$ cat src/design/ppbb_pkg.sv
// Package for the projected point bounding box block.
// Holds the field widths, register indexes, divider sizing and the
// command and status structs shared by the controller and the datapath.
package ppbb_pkg;

	localparam int IN_W      = 16;
	localparam int FOCAL_W   = 12;
	localparam int MAG_W     = 28;
	localparam int DIV_STEPS = MAG_W / 2;
	localparam int CNT_W     = 4;
	localparam int SUM_W     = 34;
	localparam int ADDR_W    = 4;
	localparam int PDATA_W   = 32;

	localparam logic [1:0] REG_FOCAL = 2'd0;
	localparam logic [1:0] REG_CCOL  = 2'd1;
	localparam logic [1:0] REG_CROW  = 2'd2;

	localparam logic [FOCAL_W-1:0] FOCAL_RST = 12'd525;
	localparam logic [FOCAL_W-1:0] CCOL_RST  = 12'd320;
	localparam logic [FOCAL_W-1:0] CROW_RST  = 12'd240;

	typedef struct packed {
		logic load;
		logic mul;
		logic div_start;
		logic div_row;
		logic fin_col;
		logic fin_row;
		logic update;
	} ppbb_cmd_t;

	typedef struct packed {
		logic div_done;
		logic last;
	} ppbb_stat_t;

endpackage

$ cat src/design/ppbb_divider.sv
// Serial restoring divider, two quotient bits per cycle.
// Depends on ppbb_pkg for the dividend and divisor widths.
module ppbb_divider import ppbb_pkg::*; (
	input  logic             clk,
	input  logic             arst_n,
	input  logic             start,
	input  logic [MAG_W-1:0] dividend,
	input  logic [IN_W-1:0]  divisor,
	output logic             done,
	output logic [MAG_W-1:0] quotient
);

	logic             busy_q;
	logic [CNT_W-1:0] cnt_q;
	logic [IN_W-1:0]  rem_q;
	logic [IN_W-1:0]  dvs_q;
	logic [MAG_W-1:0] quo_q;

	logic [IN_W:0]   t1, t2;
	logic            ge1, ge2;
	logic [IN_W-1:0] r1, r2;

	always_comb begin
		t1  = {rem_q, quo_q[MAG_W-1]};
		ge1 = t1 >= {1'b0, dvs_q};
		r1  = ge1 ? IN_W'(t1 - {1'b0, dvs_q}) : t1[IN_W-1:0];
		t2  = {r1, quo_q[MAG_W-2]};
		ge2 = t2 >= {1'b0, dvs_q};
		r2  = ge2 ? IN_W'(t2 - {1'b0, dvs_q}) : t2[IN_W-1:0];
	end

	always_ff @(posedge clk or negedge arst_n) begin
		if (!arst_n) begin
			busy_q <= 1'b0;
			cnt_q  <= '0;
		end else if (start) begin
			busy_q <= 1'b1;
			cnt_q  <= CNT_W'(DIV_STEPS - 1);
		end else if (busy_q) begin
			if (cnt_q == '0) begin
				busy_q <= 1'b0;
			end else begin
				cnt_q <= cnt_q - 1'b1;
			end
		end
	end

	// The quotient shifts in where the dividend shifts out.
	always_ff @(posedge clk) begin
		if (start) begin
			rem_q <= '0;
			quo_q <= dividend;
			dvs_q <= divisor;
		end else if (busy_q) begin
			rem_q <= r2;
			quo_q <= {quo_q[MAG_W-3:0], ge1, ge2};
		end
	end

	assign done     = busy_q && (cnt_q == '0);
	assign quotient = quo_q;

	a_no_restart: assert property (@(posedge clk) disable iff (!arst_n)
		start |-> !busy_q)
		else $error("divider restarted while busy");

endmodule

$ cat src/design/ppbb_datapath.sv
// Datapath: input capture, magnitude multiply, shared divider, sign and
// center correction with clamping, running box and result registers.
// Depends on ppbb_pkg and ppbb_divider.
module ppbb_datapath import ppbb_pkg::*; #(
	parameter int COORD_BITS = 16
) (
	input  logic                         clk,
	input  logic                         arst_n,
	input  ppbb_cmd_t                    cmd,
	output ppbb_stat_t                   stat,
	input  logic signed [IN_W-1:0]       point_x,
	input  logic signed [IN_W-1:0]       point_y,
	input  logic [IN_W-1:0]              point_z,
	input  logic                         last_point,
	input  logic [FOCAL_W-1:0]           focal_length,
	input  logic [FOCAL_W-1:0]           center_column,
	input  logic [FOCAL_W-1:0]           center_row,
	output logic signed [COORD_BITS-1:0] min_column,
	output logic signed [COORD_BITS-1:0] max_column,
	output logic signed [COORD_BITS-1:0] min_row,
	output logic signed [COORD_BITS-1:0] max_row
);

	localparam logic signed [SUM_W-1:0] CLAMP_HI =
		SUM_W'((64'sd1 <<< (COORD_BITS - 1)) - 64'sd1);
	localparam logic signed [SUM_W-1:0] CLAMP_LO = ~CLAMP_HI;

	logic signed [IN_W-1:0]       x_q, y_q;
	logic [IN_W-1:0]              z_q;
	logic                         last_q;
	logic [MAG_W-1:0]             mag_c_q, mag_r_q;
	logic                         neg_c_q, neg_r_q;
	logic signed [COORD_BITS-1:0] col_q, row_q;
	logic signed [COORD_BITS-1:0] lo_col_q, hi_col_q, lo_row_q, hi_row_q;
	logic                         started_q;

	logic [IN_W-1:0]              abs_x, abs_y;
	logic [MAG_W-1:0]             div_quo;
	logic                         div_done;
	logic                         fin_neg;
	logic [SUM_W-1:0]             q_ext, q_signed;
	logic signed [SUM_W-1:0]      sum, clamped;
	logic signed [COORD_BITS-1:0] proj;
	logic signed [COORD_BITS-1:0] nx_lo_col, nx_hi_col, nx_lo_row, nx_hi_row;

	assign abs_x = x_q[IN_W-1] ? (~x_q + 1'b1) : x_q;
	assign abs_y = y_q[IN_W-1] ? (~y_q + 1'b1) : y_q;

	ppbb_divider u_div (
		.clk      (clk),
		.arst_n   (arst_n),
		.start    (cmd.div_start),
		.dividend (cmd.div_row ? mag_r_q : mag_c_q),
		.divisor  (z_q),
		.done     (div_done),
		.quotient (div_quo)
	);

	// Truncation toward zero: divide magnitudes, then restore the sign.
	always_comb begin
		fin_neg  = cmd.fin_row ? neg_r_q : neg_c_q;
		q_ext    = SUM_W'(div_quo);
		q_signed = fin_neg ? (~q_ext + 1'b1) : q_ext;
		sum      = $signed(q_signed + SUM_W'(cmd.fin_row ? center_row : center_column));
		if (sum > CLAMP_HI) begin
			clamped = CLAMP_HI;
		end else if (sum < CLAMP_LO) begin
			clamped = CLAMP_LO;
		end else begin
			clamped = sum;
		end
		proj = clamped[COORD_BITS-1:0];
	end

	always_comb begin
		if (!started_q) begin
			nx_lo_col = col_q;
			nx_hi_col = col_q;
			nx_lo_row = row_q;
			nx_hi_row = row_q;
		end else begin
			nx_lo_col = (col_q < lo_col_q) ? col_q : lo_col_q;
			nx_hi_col = (col_q > hi_col_q) ? col_q : hi_col_q;
			nx_lo_row = (row_q < lo_row_q) ? row_q : lo_row_q;
			nx_hi_row = (row_q > hi_row_q) ? row_q : hi_row_q;
		end
	end

	always_ff @(posedge clk or negedge arst_n) begin
		if (!arst_n) begin
			started_q <= 1'b0;
		end else if (cmd.update) begin
			started_q <= !last_q;
		end
	end

	always_ff @(posedge clk) begin
		if (cmd.load) begin
			x_q    <= point_x;
			y_q    <= point_y;
			z_q    <= (point_z == '0) ? IN_W'(1) : point_z;
			last_q <= last_point;
		end
		if (cmd.mul) begin
			mag_c_q <= MAG_W'(abs_x) * MAG_W'(focal_length);
			mag_r_q <= MAG_W'(abs_y) * MAG_W'(focal_length);
			neg_c_q <= x_q[IN_W-1];
			neg_r_q <= y_q[IN_W-1];
		end
		if (cmd.fin_col) begin
			col_q <= proj;
		end
		if (cmd.fin_row) begin
			row_q <= proj;
		end
		if (cmd.update) begin
			lo_col_q <= nx_lo_col;
			hi_col_q <= nx_hi_col;
			lo_row_q <= nx_lo_row;
			hi_row_q <= nx_hi_row;
			if (last_q) begin
				min_column <= nx_lo_col;
				max_column <= nx_hi_col;
				min_row    <= nx_lo_row;
				max_row    <= nx_hi_row;
			end
		end
	end

	assign stat.div_done = div_done;
	assign stat.last     = last_q;

	a_box_ordered: assert property (@(posedge clk) disable iff (!arst_n)
		started_q |-> (lo_col_q <= hi_col_q) && (lo_row_q <= hi_row_q))
		else $error("running box has minimum above maximum");

	a_box_cleared: assert property (@(posedge clk) disable iff (!arst_n)
		cmd.update && last_q |=> !started_q)
		else $error("box not cleared after last point");

endmodule

$ cat src/design/ppbb_ctrl.sv
// Controller: sequences capture, multiply, two divisions, finishing and
// the box update, and owns the stream handshakes. Depends on ppbb_pkg.
module ppbb_ctrl import ppbb_pkg::*; (
	input  logic       clk,
	input  logic       arst_n,
	input  logic       s_tvalid,
	output logic       s_tready,
	output logic       m_tvalid,
	input  logic       m_tready,
	input  ppbb_stat_t stat,
	output ppbb_cmd_t  cmd
);

	localparam logic [2:0] S_IDLE = 3'd0;
	localparam logic [2:0] S_MUL  = 3'd1;
	localparam logic [2:0] S_DSC  = 3'd2;
	localparam logic [2:0] S_DIVC = 3'd3;
	localparam logic [2:0] S_DSR  = 3'd4;
	localparam logic [2:0] S_DIVR = 3'd5;
	localparam logic [2:0] S_FINR = 3'd6;
	localparam logic [2:0] S_UPD  = 3'd7;

	logic [2:0] state_q, state_nx;
	logic       m_valid_q;
	logic       out_free;

	assign s_tready = (state_q == S_IDLE);
	assign m_tvalid = m_valid_q;
	assign out_free = !m_valid_q || m_tready;

	always_comb begin
		state_nx = state_q;
		cmd      = '0;
		case (state_q)
			S_IDLE: begin
				if (s_tvalid) begin
					cmd.load = 1'b1;
					state_nx = S_MUL;
				end
			end
			S_MUL: begin
				cmd.mul  = 1'b1;
				state_nx = S_DSC;
			end
			S_DSC: begin
				cmd.div_start = 1'b1;
				state_nx      = S_DIVC;
			end
			S_DIVC: begin
				if (stat.div_done) begin
					state_nx = S_DSR;
				end
			end
			S_DSR: begin
				// The column quotient is taken at the same edge the row division starts.
				cmd.fin_col   = 1'b1;
				cmd.div_start = 1'b1;
				cmd.div_row   = 1'b1;
				state_nx      = S_DIVR;
			end
			S_DIVR: begin
				cmd.div_row = 1'b1;
				if (stat.div_done) begin
					state_nx = S_FINR;
				end
			end
			S_FINR: begin
				cmd.fin_row = 1'b1;
				state_nx    = S_UPD;
			end
			S_UPD: begin
				if (!stat.last || out_free) begin
					cmd.update = 1'b1;
					state_nx   = S_IDLE;
				end
			end
			default: begin
				state_nx = S_IDLE;
			end
		endcase
	end

	always_ff @(posedge clk or negedge arst_n) begin
		if (!arst_n) begin
			state_q   <= S_IDLE;
			m_valid_q <= 1'b0;
		end else begin
			state_q <= state_nx;
			if (cmd.update && stat.last) begin
				m_valid_q <= 1'b1;
			end else if (m_tready) begin
				m_valid_q <= 1'b0;
			end
		end
	end

	a_result_from_update: assert property (@(posedge clk) disable iff (!arst_n)
		$rose(m_valid_q) |-> $past(state_q) == S_UPD)
		else $error("result word raised outside the update step");

endmodule

$ cat src/design/projected_point_bounding_box.sv
// Top level of the projected point bounding box: configuration registers,
// controller and datapath. Depends on ppbb_pkg, ppbb_ctrl, ppbb_datapath.
//
// channel   direction  handshake                     content
// s_*       in         s_tvalid/s_tready             one 3D point, s_tlast ends the cluster
// m_*       out        m_tvalid/m_tready             image-plane box of the cluster
// APB       in/out     psel/penable, pready high     focal length and principal point
//
// After a word is accepted, s_tready stays low until that point has passed through
// the update step, so a new word is taken only once the previous point is done. The
// shared two-bit-per-cycle divider sets this time: it runs once for the column and
// once for the row. The box appears on m_tvalid the cycle after the last point
// finishes. A stalled result stalls only a later last point at its final step; other
// points keep flowing. Reset restores the default camera registers and empties the box.
module projected_point_bounding_box import ppbb_pkg::*; #(
	parameter  int COORD_BITS = 16,
	localparam int TDATA_W    = ((4 * COORD_BITS + 7) / 8) * 8
) (
	input  logic               clk,
	input  logic               arst_n,
	input  logic               psel,
	input  logic               penable,
	input  logic               pwrite,
	input  logic [ADDR_W-1:0]  paddr,
	input  logic [PDATA_W-1:0] pwdata,
	output logic [PDATA_W-1:0] prdata,
	output logic               pready,
	input  logic               s_tvalid,
	output logic               s_tready,
	input  logic [47:0]        s_tdata,  // point_x, point_y, point_z
	input  logic               s_tlast,  // last_point
	output logic               m_tvalid,
	input  logic               m_tready,
	output logic [TDATA_W-1:0] m_tdata   // min_column, max_column, min_row, max_row
);

	logic [FOCAL_W-1:0] focal_q, ccol_q, crow_q;
	logic               wr_en;
	ppbb_cmd_t          cmd;
	ppbb_stat_t         stat;

	logic signed [COORD_BITS-1:0] min_column, max_column, min_row, max_row;

	assign pready = 1'b1;
	assign wr_en  = psel && penable && pwrite && pready;

	always_ff @(posedge clk or negedge arst_n) begin
		if (!arst_n) begin
			focal_q <= FOCAL_RST;
			ccol_q  <= CCOL_RST;
			crow_q  <= CROW_RST;
		end else if (wr_en) begin
			case (paddr[3:2])
				REG_FOCAL: focal_q <= pwdata[FOCAL_W-1:0];
				REG_CCOL:  ccol_q  <= pwdata[FOCAL_W-1:0];
				REG_CROW:  crow_q  <= pwdata[FOCAL_W-1:0];
				default: begin
				end
			endcase
		end
	end

	always_comb begin
		case (paddr[3:2])
			REG_FOCAL: prdata = PDATA_W'(focal_q);
			REG_CCOL:  prdata = PDATA_W'(ccol_q);
			REG_CROW:  prdata = PDATA_W'(crow_q);
			default:   prdata = '0;
		endcase
	end

	ppbb_ctrl u_ctrl (
		.clk      (clk),
		.arst_n   (arst_n),
		.s_tvalid (s_tvalid),
		.s_tready (s_tready),
		.m_tvalid (m_tvalid),
		.m_tready (m_tready),
		.stat     (stat),
		.cmd      (cmd)
	);

	ppbb_datapath #(
		.COORD_BITS (COORD_BITS)
	) u_dp (
		.clk           (clk),
		.arst_n        (arst_n),
		.cmd           (cmd),
		.stat          (stat),
		.point_x       (s_tdata[15:0]),
		.point_y       (s_tdata[31:16]),
		.point_z       (s_tdata[47:32]),
		.last_point    (s_tlast),
		.focal_length  (focal_q),
		.center_column (ccol_q),
		.center_row    (crow_q),
		.min_column    (min_column),
		.max_column    (max_column),
		.min_row       (min_row),
		.max_row       (max_row)
	);

	assign m_tdata = TDATA_W'({max_row, min_row, max_column, min_column});

endmodule
$ cat config.mk
export PLATFORM = sky130hd
export DESIGN_NAME = projected_point_bounding_box
export DESIGN_NICKNAME = d
export VERILOG_FILES = /design/src/design/ppbb_pkg.sv /design/src/design/ppbb_divider.sv /design/src/design/ppbb_datapath.sv /design/src/design/ppbb_ctrl.sv /design/src/design/projected_point_bounding_box.sv
export SDC_FILE = /design/constraint.sdc
export NUM_CORES = 2
export LEC_CHECK = 0
export BUFFER_PORTS_ARGS = -buffer_cell sky130_fd_sc_hd__buf_2
export CAP_MARGIN = 20
export CORE_ASPECT_RATIO = 0.7
export CORE_UTILIZATION = 32
export DETAILED_ROUTE_END_ITERATION = 6
export MAX_ROUTING_LAYER = met4
export PLACE_DENSITY = 0.54
export SETUP_SLACK_MARGIN = 0.1
export SKIP_LAST_GASP = 1
export SYNTH_ARGS = -nofsm -noshare
export SYNTH_HDL_FRONTEND = slang
export SYNTH_SLANG_ARGS = --single-unit
$ cat constraint.sdc
create_clock -name clk -period 8.1 [get_ports clk]
set_input_delay 0.405 -clock clk [delete_from_list [all_inputs] [get_ports clk]]
set_output_delay 0.405 -clock clk [all_outputs]
set_load 0.03 [all_outputs]
# Word level (Yosys, flattened, before mapping)
# Index checks and enable logic that the tools add are counted.
dict set report totals {
  ff_bits 373
  in_bits 92
  output_inout_bits 99
  elab_cells 128
}
dict set report classes {
  magnitude_cmp 8
  muxes 43
  n_eq_ne 14
  n_reduce_logical 22
  bitwise_logic 3
  n_mul 2
  n_addsub 7
}
# operator count
set ops {}
lappend ops {{2-to-1 mux 16 bit} 14}
lappend ops {{2-to-1 mux 28 bit} 3}
lappend ops {{multiplier 16 x 12 -> 28 bit} 2}
lappend ops {{case mux 12 bit (3 select lines)} 1}
lappend ops {{adder 34 x 1 -> 34 bit, second input constant} 1}
lappend ops {{adder 34 x 12 -> 34 bit} 1}
lappend ops {{greater-or-equal comparator 17 x 16 -> 1 bit} 2}
lappend ops {{greater-than comparator 34 x 16 -> 1 bit, second input constant} 1}
lappend ops {{< comparator 34 x 16 -> 1 bit, second input constant} 1}
lappend ops {{2-to-1 mux 34 bit} 1}
lappend ops {{NOT 28 -> 34 bit} 1}
lappend ops {{adder 16 x 1 -> 16 bit, second input constant} 2}
lappend ops {{greater-than comparator 16 bit} 2}
lappend ops {{< comparator 16 bit} 2}
lappend ops {{NOT 16 bit} 2}
lappend ops {{subtractor 16 bit} 2}
lappend ops {{case mux 3 bit (8 select lines)} 1}
lappend ops {{zero test 16 bit} 1}
lappend ops {{2-to-1 mux 1 bit} 15}
lappend ops {{== test 3 bit, second input constant} 4}
lappend ops {{2-to-1 mux 12 bit} 1}
lappend ops {{2-to-1 mux 3 bit} 4}
lappend ops {{2-to-1 mux 4 bit} 3}
lappend ops {{AND reduction 2 bit} 5}
lappend ops {{other kinds (16)} 27}

# Depth between registers and ports, before layout
dict set report depth {
  word_depth 8
  mapped_depth 29
  ltp_nobuf 28
}

# Cells and area by module
# A second synthesis with hierarchy kept.
dict set report unflattened {
  hier_cells 3117
  hier_area_um2 32626.3
}
# mod area_each_um2 seq_area_each_um2 cells_each instances
set by_module_without_submodules {}
lappend by_module_without_submodules {ppbb_datapath 25838.5 8042.7 2483 1}
lappend by_module_without_submodules {ppbb_divider 4561.9 1766.7 444 1}
lappend by_module_without_submodules {projected_point_bounding_box 1828.0 913.4 143 1}
lappend by_module_without_submodules {ppbb_ctrl 397.9 100.1 47 1}

# Worst setup path after synthesis
# No wires, ideal clock.
dict set report synth_path {
  path_type {register to register}
  start {register u_dp.y_q[0]}
  end {register u_dp.mag_r_q[27] (data pin)}
  path_stages_with_launch 28
  t_arrival_ns 6.369
  n_path_buf 2
  setup_time_ns 0.269
  required_time_ns 7.831
  setup_slack_ns 1.462
  period_less_slack_ns 6.638
  cell_sequence {edfxtp_1 > clkbuf_1 > inv_1 > ha_1 > nand2b_1 > nand2b_1 > o41ai_1 > xnor2_1 > clkbuf_1 > nand2_1 > fa_1 > fa_1 > inv_1 > fa_1 > fa_1 > inv_1 > fa_1 > inv_1 > ha_1 > a21o_1 > a21oi_1 > a21boi_0 > a211oi_1 > o41ai_1 > a21oi_1 > nor2b_1 > o21a_1 > o211ai_1}
}
dict set report synth_via {
  elab_chain_len 4
}
# item line_no
set synth_lines {}
lappend synth_lines {{from (decl)} ppbb_datapath.sv:28} ;# logic signed [IN_W-1:0] x_q, y_q;
lappend synth_lines {{from (signal assigned)} ppbb_datapath.sv:100} ;# y_q <= point_y;
lappend synth_lines {{NOT 16 bit} ppbb_datapath.sv:47} ;# assign abs_y = y_q[IN_W-1] ? (~y_q + 1'b1) : y_q;
lappend synth_lines {{adder 16 x 1 -> 16 bit} ppbb_datapath.sv:47}
lappend synth_lines {{2-to-1 mux 16 bit (*)} ppbb_datapath.sv:47}
lappend synth_lines {{multiplier 16 x 12 -> 28 bit (*)} ppbb_datapath.sv:106} ;# mag_r_q <= MAG_W'(abs_y) * MAG_W'(focal_length);
lappend synth_lines {{to (signal assigned)} ppbb_datapath.sv:106}
lappend synth_lines {{to (decl)} ppbb_datapath.sv:31} ;# logic [MAG_W-1:0] mag_c_q, mag_r_q;
# Mark *: on every way between the ends. The rest lies on a longest branch, timed or not.
# A chain may end at the register's enable or synchronous reset.

# Final worst setup path
dict set report layout_path {
  start {register u_dp.x_q[2]}
  end {register u_dp.mag_c_q[27] (data pin)}
}
dict set report layout_via {
  elab_chain_len 4
}
# item line_no
set layout_lines {}
lappend layout_lines {{from (decl)} ppbb_datapath.sv:28}
lappend layout_lines {{from (signal assigned)} ppbb_datapath.sv:99} ;# x_q <= point_x;
lappend layout_lines {{NOT 16 bit} ppbb_datapath.sv:46} ;# assign abs_x = x_q[IN_W-1] ? (~x_q + 1'b1) : x_q;
lappend layout_lines {{adder 16 x 1 -> 16 bit} ppbb_datapath.sv:46}
lappend layout_lines {{2-to-1 mux 16 bit (*)} ppbb_datapath.sv:46}
lappend layout_lines {{multiplier 16 x 12 -> 28 bit (*)} ppbb_datapath.sv:105} ;# mag_c_q <= MAG_W'(abs_x) * MAG_W'(focal_length);
lappend layout_lines {{to (signal assigned)} ppbb_datapath.sv:105}
lappend layout_lines {{to (decl)} ppbb_datapath.sv:31}
# Marked as above.

==> impl_metrics.json <==
{
  "status": "finished clean",
  "yosysMostFrequentCell": "inv_1",
  "async_reset_ff_frac": 0.123,
  "drc": 0,
  "die_y_um": 266,
  "muxShareOfSynthArea": 0.0549,
  "hold_class": "in -> reg",
  "critPathMaxFanout": 8,
  "crit_buf_inv": 3,
  "synth_compound_area_frac": 0.0829,
  "worst_pin_slew_ns": 1.07,
  "dp_slack_ns": 0.895,
  "cts_tree": "built",
  "via_count": 22000,
  "crit_chain": "nor3_1 -> nand3_1 -> o31ai_1 -> xnor2_1 -> nand2_1 -> fa_1 -> fa_1 -> inv_1 -> fa_1 -> fa_1 -> inv_1 -> fa_1 -> inv_1 -> ha_1 -> a211oi_1 -> a31oi_1 -> a21oi_1 -> o211ai_1 -> a31oi_1 -> a21oi_1 -> a221o_1 -> a21oi_1 -> xnor2_1",
  "criticalPathCategory": "reg -> reg",
  "critical_path.max_stage_delay_ns": 0.55,
  "synth_area_per_cell_um2": 10.2,
  "clk_pin_slew_ns": 0.06,
  "grt_pass1_wl_um": 125000,
  "synth_top_family_by_area": "adder cells",
  "cts_root_buffer": "clkbuf_16",
  "required_ns": 8.47,
  "cpMaxStageDelayCell": "fa_1",
  "synthAdderAreaFrac": 0.273,
  "hp-start": "s_tdata[39]",
  "cts.htree.levels": 2,
  "grt_max_degree": 71,
  "arrival_ns": 7.58,
  "syn_to_final_growth_pct": 13.1,
  "end_kind": "flip-flop",
  "routedWlPerCell_um": 17.1,
  "vias_per_cell": 4.75,
  "ys_ff_latch": 373,
  "synth.distinct_cells": 84,
  "startpoint_type": "flip-flop",
  "setup_viol": 0,
  "fp.dieW_um": 379,
  "layout.nets": 3887,
  "synth-xor-area-share": 0.0355,
  "yosysWarnings": 0,
  "dp_hpwl_um": 59800,
  "cts_buffers": 42,
  "slew_headroom": 0.284,
  "finalHoldViolations": 0,
  "drt_first_pass_iters": 5,
  "finalClockSkew_ns": 0.0516,
  "yosys.area_share.simple": 0.136,
  "syn-cell-area_um2": 31800,
  "fin_crit_sh": 0.890,
  "use_met2": 0.229,
  "synthFlopType": "edfxtp_1",
  "synth-edff-count": 311,
  "diodes": 0,
  "ant_nets": 0,
  "synth_seq_area_share": 0.340,
  "crit_start": "u_dp.x_q[2]",
  "rows": 96,
  "cts_buffer_depth": 3,
  "synthTopCellsByCount": "inv_1, nand2_1, edfxtp_1, fa_1, ha_1",
  "fin_crit_ns": 7.21,
  "tns_ns": 0,
  "slew_viol_final": 0,
  "fin_ws_ns": 0.892,
  "place_congestion": 0.843,
  "dieArea_um2": 101000,
  "fillers": 9897,
  "crit_family": "adder cells",
  "insertion_delay_ns": 0.61,
  "synth_area_leaders": "edfxtp_1, fa_1, ha_1, inv_1, nand2_1",
  "ios": 191,
  "max_freq_ghz": 0.139,
  "grt_use_total": 0.163,
  "reg2reg_from": "u_dp.x_q[2]",
  "rsz0062_at_grt": "no",
  "overflow": 0,
  "netlist.area_leader.share": 0.294,
  "postCtsSetupRepairBufs": 0,
  "post-synth-top-area-cell": "edfxtp_1",
  "grt_use_met1": 0.249,
  "grt_pass1_vias": 21600,
  "port_buffers": 147,
  "start_util": 0.324,
  "top_usage_layer": "met1",
  "cts_resized": 0,
  "synthCells": 3113,
  "antenna_found_initial": 1,
  "crit_top_cell": "fa_1",
  "gr-usage-met3": 0.0214,
  "drt-total-wl_um": 78900,
  "core_region_area_um2": 98300,
  "cts_num_sinks": 373,
  "cap_violations": 0,
  "drive_above_1_share": 0.129,
  "drt_iter0_drc": 1264
}
-- kinds of logic (layout without fill, tap and decap cells) --
| group | Yosys count | in the layout |
|---|---|---|
| compound gates | 406 | 406 |
| xor+xnor | 129 | 129 |
| fa+ha+maj | 525 | 525 |
| buf+inv | 626 | 795 |
| flops | 373 | 373 |
| mux | 161 | 161 |
| other cells | 2 | 21 |
| simple gates | 891 | 891 |
-- cell type report --
cell class,count,area [µm²],share of cell area
inverter,462,1730,0.0482
sequential,373,10800,0.301
timing repair buffer,258,1680,0.0466
clock buffer,45,1060,0.0295
multi-input combinational,2133,18700,0.519
tap,1323,1660,0.0460
clock inverter,30,349,0.00970
-- cells in the final DEF, fill, tap and decap left out, types with 9 or more instances in the layout --
cell type        n
inv_1          460
nand2_1        392
edfxtp_1       311
fa_1           283
ha_1           242
and2_1         153
buf_2          147
mux2_2         107
o21ai_0        103
nor2_1         103
a21oi_1         98
xnor2_1         96
buf_4           68
mux2i_1         54
a21o_1          48
dlygate4sd3_1   43
nor3_1          42
clkbuf_16       42
nand3_1         33
xor2_1          33
dfrtp_1         31
nor2b_1         28
nand2b_1        25
or3_1           23
conb_1          21
o31ai_1         20
nand4_1         20
o21a_1          18
nor4_1          17
dfxtp_1         16
a211oi_1        14
a31oi_1         12
or4_1           11
dfstp_2         10
o41ai_1          9
o211ai_1         9
clkinv_1         9
-- metrics by stage --
step / hold WS (ns) / utilization / std cells / instance area, µm²
4_1_cts: 0.00546 / 0.366 / 4624 / 36000
2_1_floorplan: 0.109 / - / 3132 / 31900
6_report: 0.0571 / 0.366 / 4624 / 36000
3_3_place_gp: 0.401 / 0.347 / 4506 / 34100
5_1_grt: 0.0154 / 0.366 / 4624 / 36000
3_5_place_dp: 0.405 / 0.347 / 4506 / 34100
-- path summary, 6_finish.rpt --
path | end | slack, ns | cells past startpoint
max | u_dp.mag_c_q[27] | 0.89 | 23
min | u_dp.z_q[7] | 0.06 | 1
max reg2reg | u_dp.mag_c_q[27] | 0.89 | 23
min reg2reg | u_dp.u_div.dvs_q[6] | 0.37 | 0
max in group asynchronous | focal_q[4] | 7.12 | 3
min in group asynchronous | u_dp.u_div.cnt_q[2] | 0.47 | 3
-- timing repair --
| action | in CTS | in global routing |
|---|---|---|
| endpoints found under the setup margin | 0 | 0 |
| endpoints found under the hold margin | 78 | 0 |
| hold buffers | 43 | 0 |
-- worst register-to-register path, cell delays in order, from the launching register on --
cell and delay, ns:
edfxtp_1 0.43, nor3_1 0.28, nand3_1 0.18, o31ai_1 0.26, xnor2_1 0.50, nand2_1 0.21
fa_1 0.55, fa_1 0.52, inv_1 0.05, fa_1 0.47, fa_1 0.54, inv_1 0.05
fa_1 0.53, inv_1 0.04, ha_1 0.34, a211oi_1 0.22, a31oi_1 0.14, a21oi_1 0.29
o211ai_1 0.16, a31oi_1 0.24, a21oi_1 0.18, a221o_1 0.38, a21oi_1 0.18, xnor2_1 0.23
-- per-layer routing --
layer / vias up / wire [µm]
met5: - / 0
met1: 10800 / 41400
li1: 10700 / -
met4: 0 / 1260
met3: 82 / 3880
met2: 437 / 32300
Power is not shown: default switching activity piles up to over one toggle a cycle in this logic, so the estimate is an artifact.
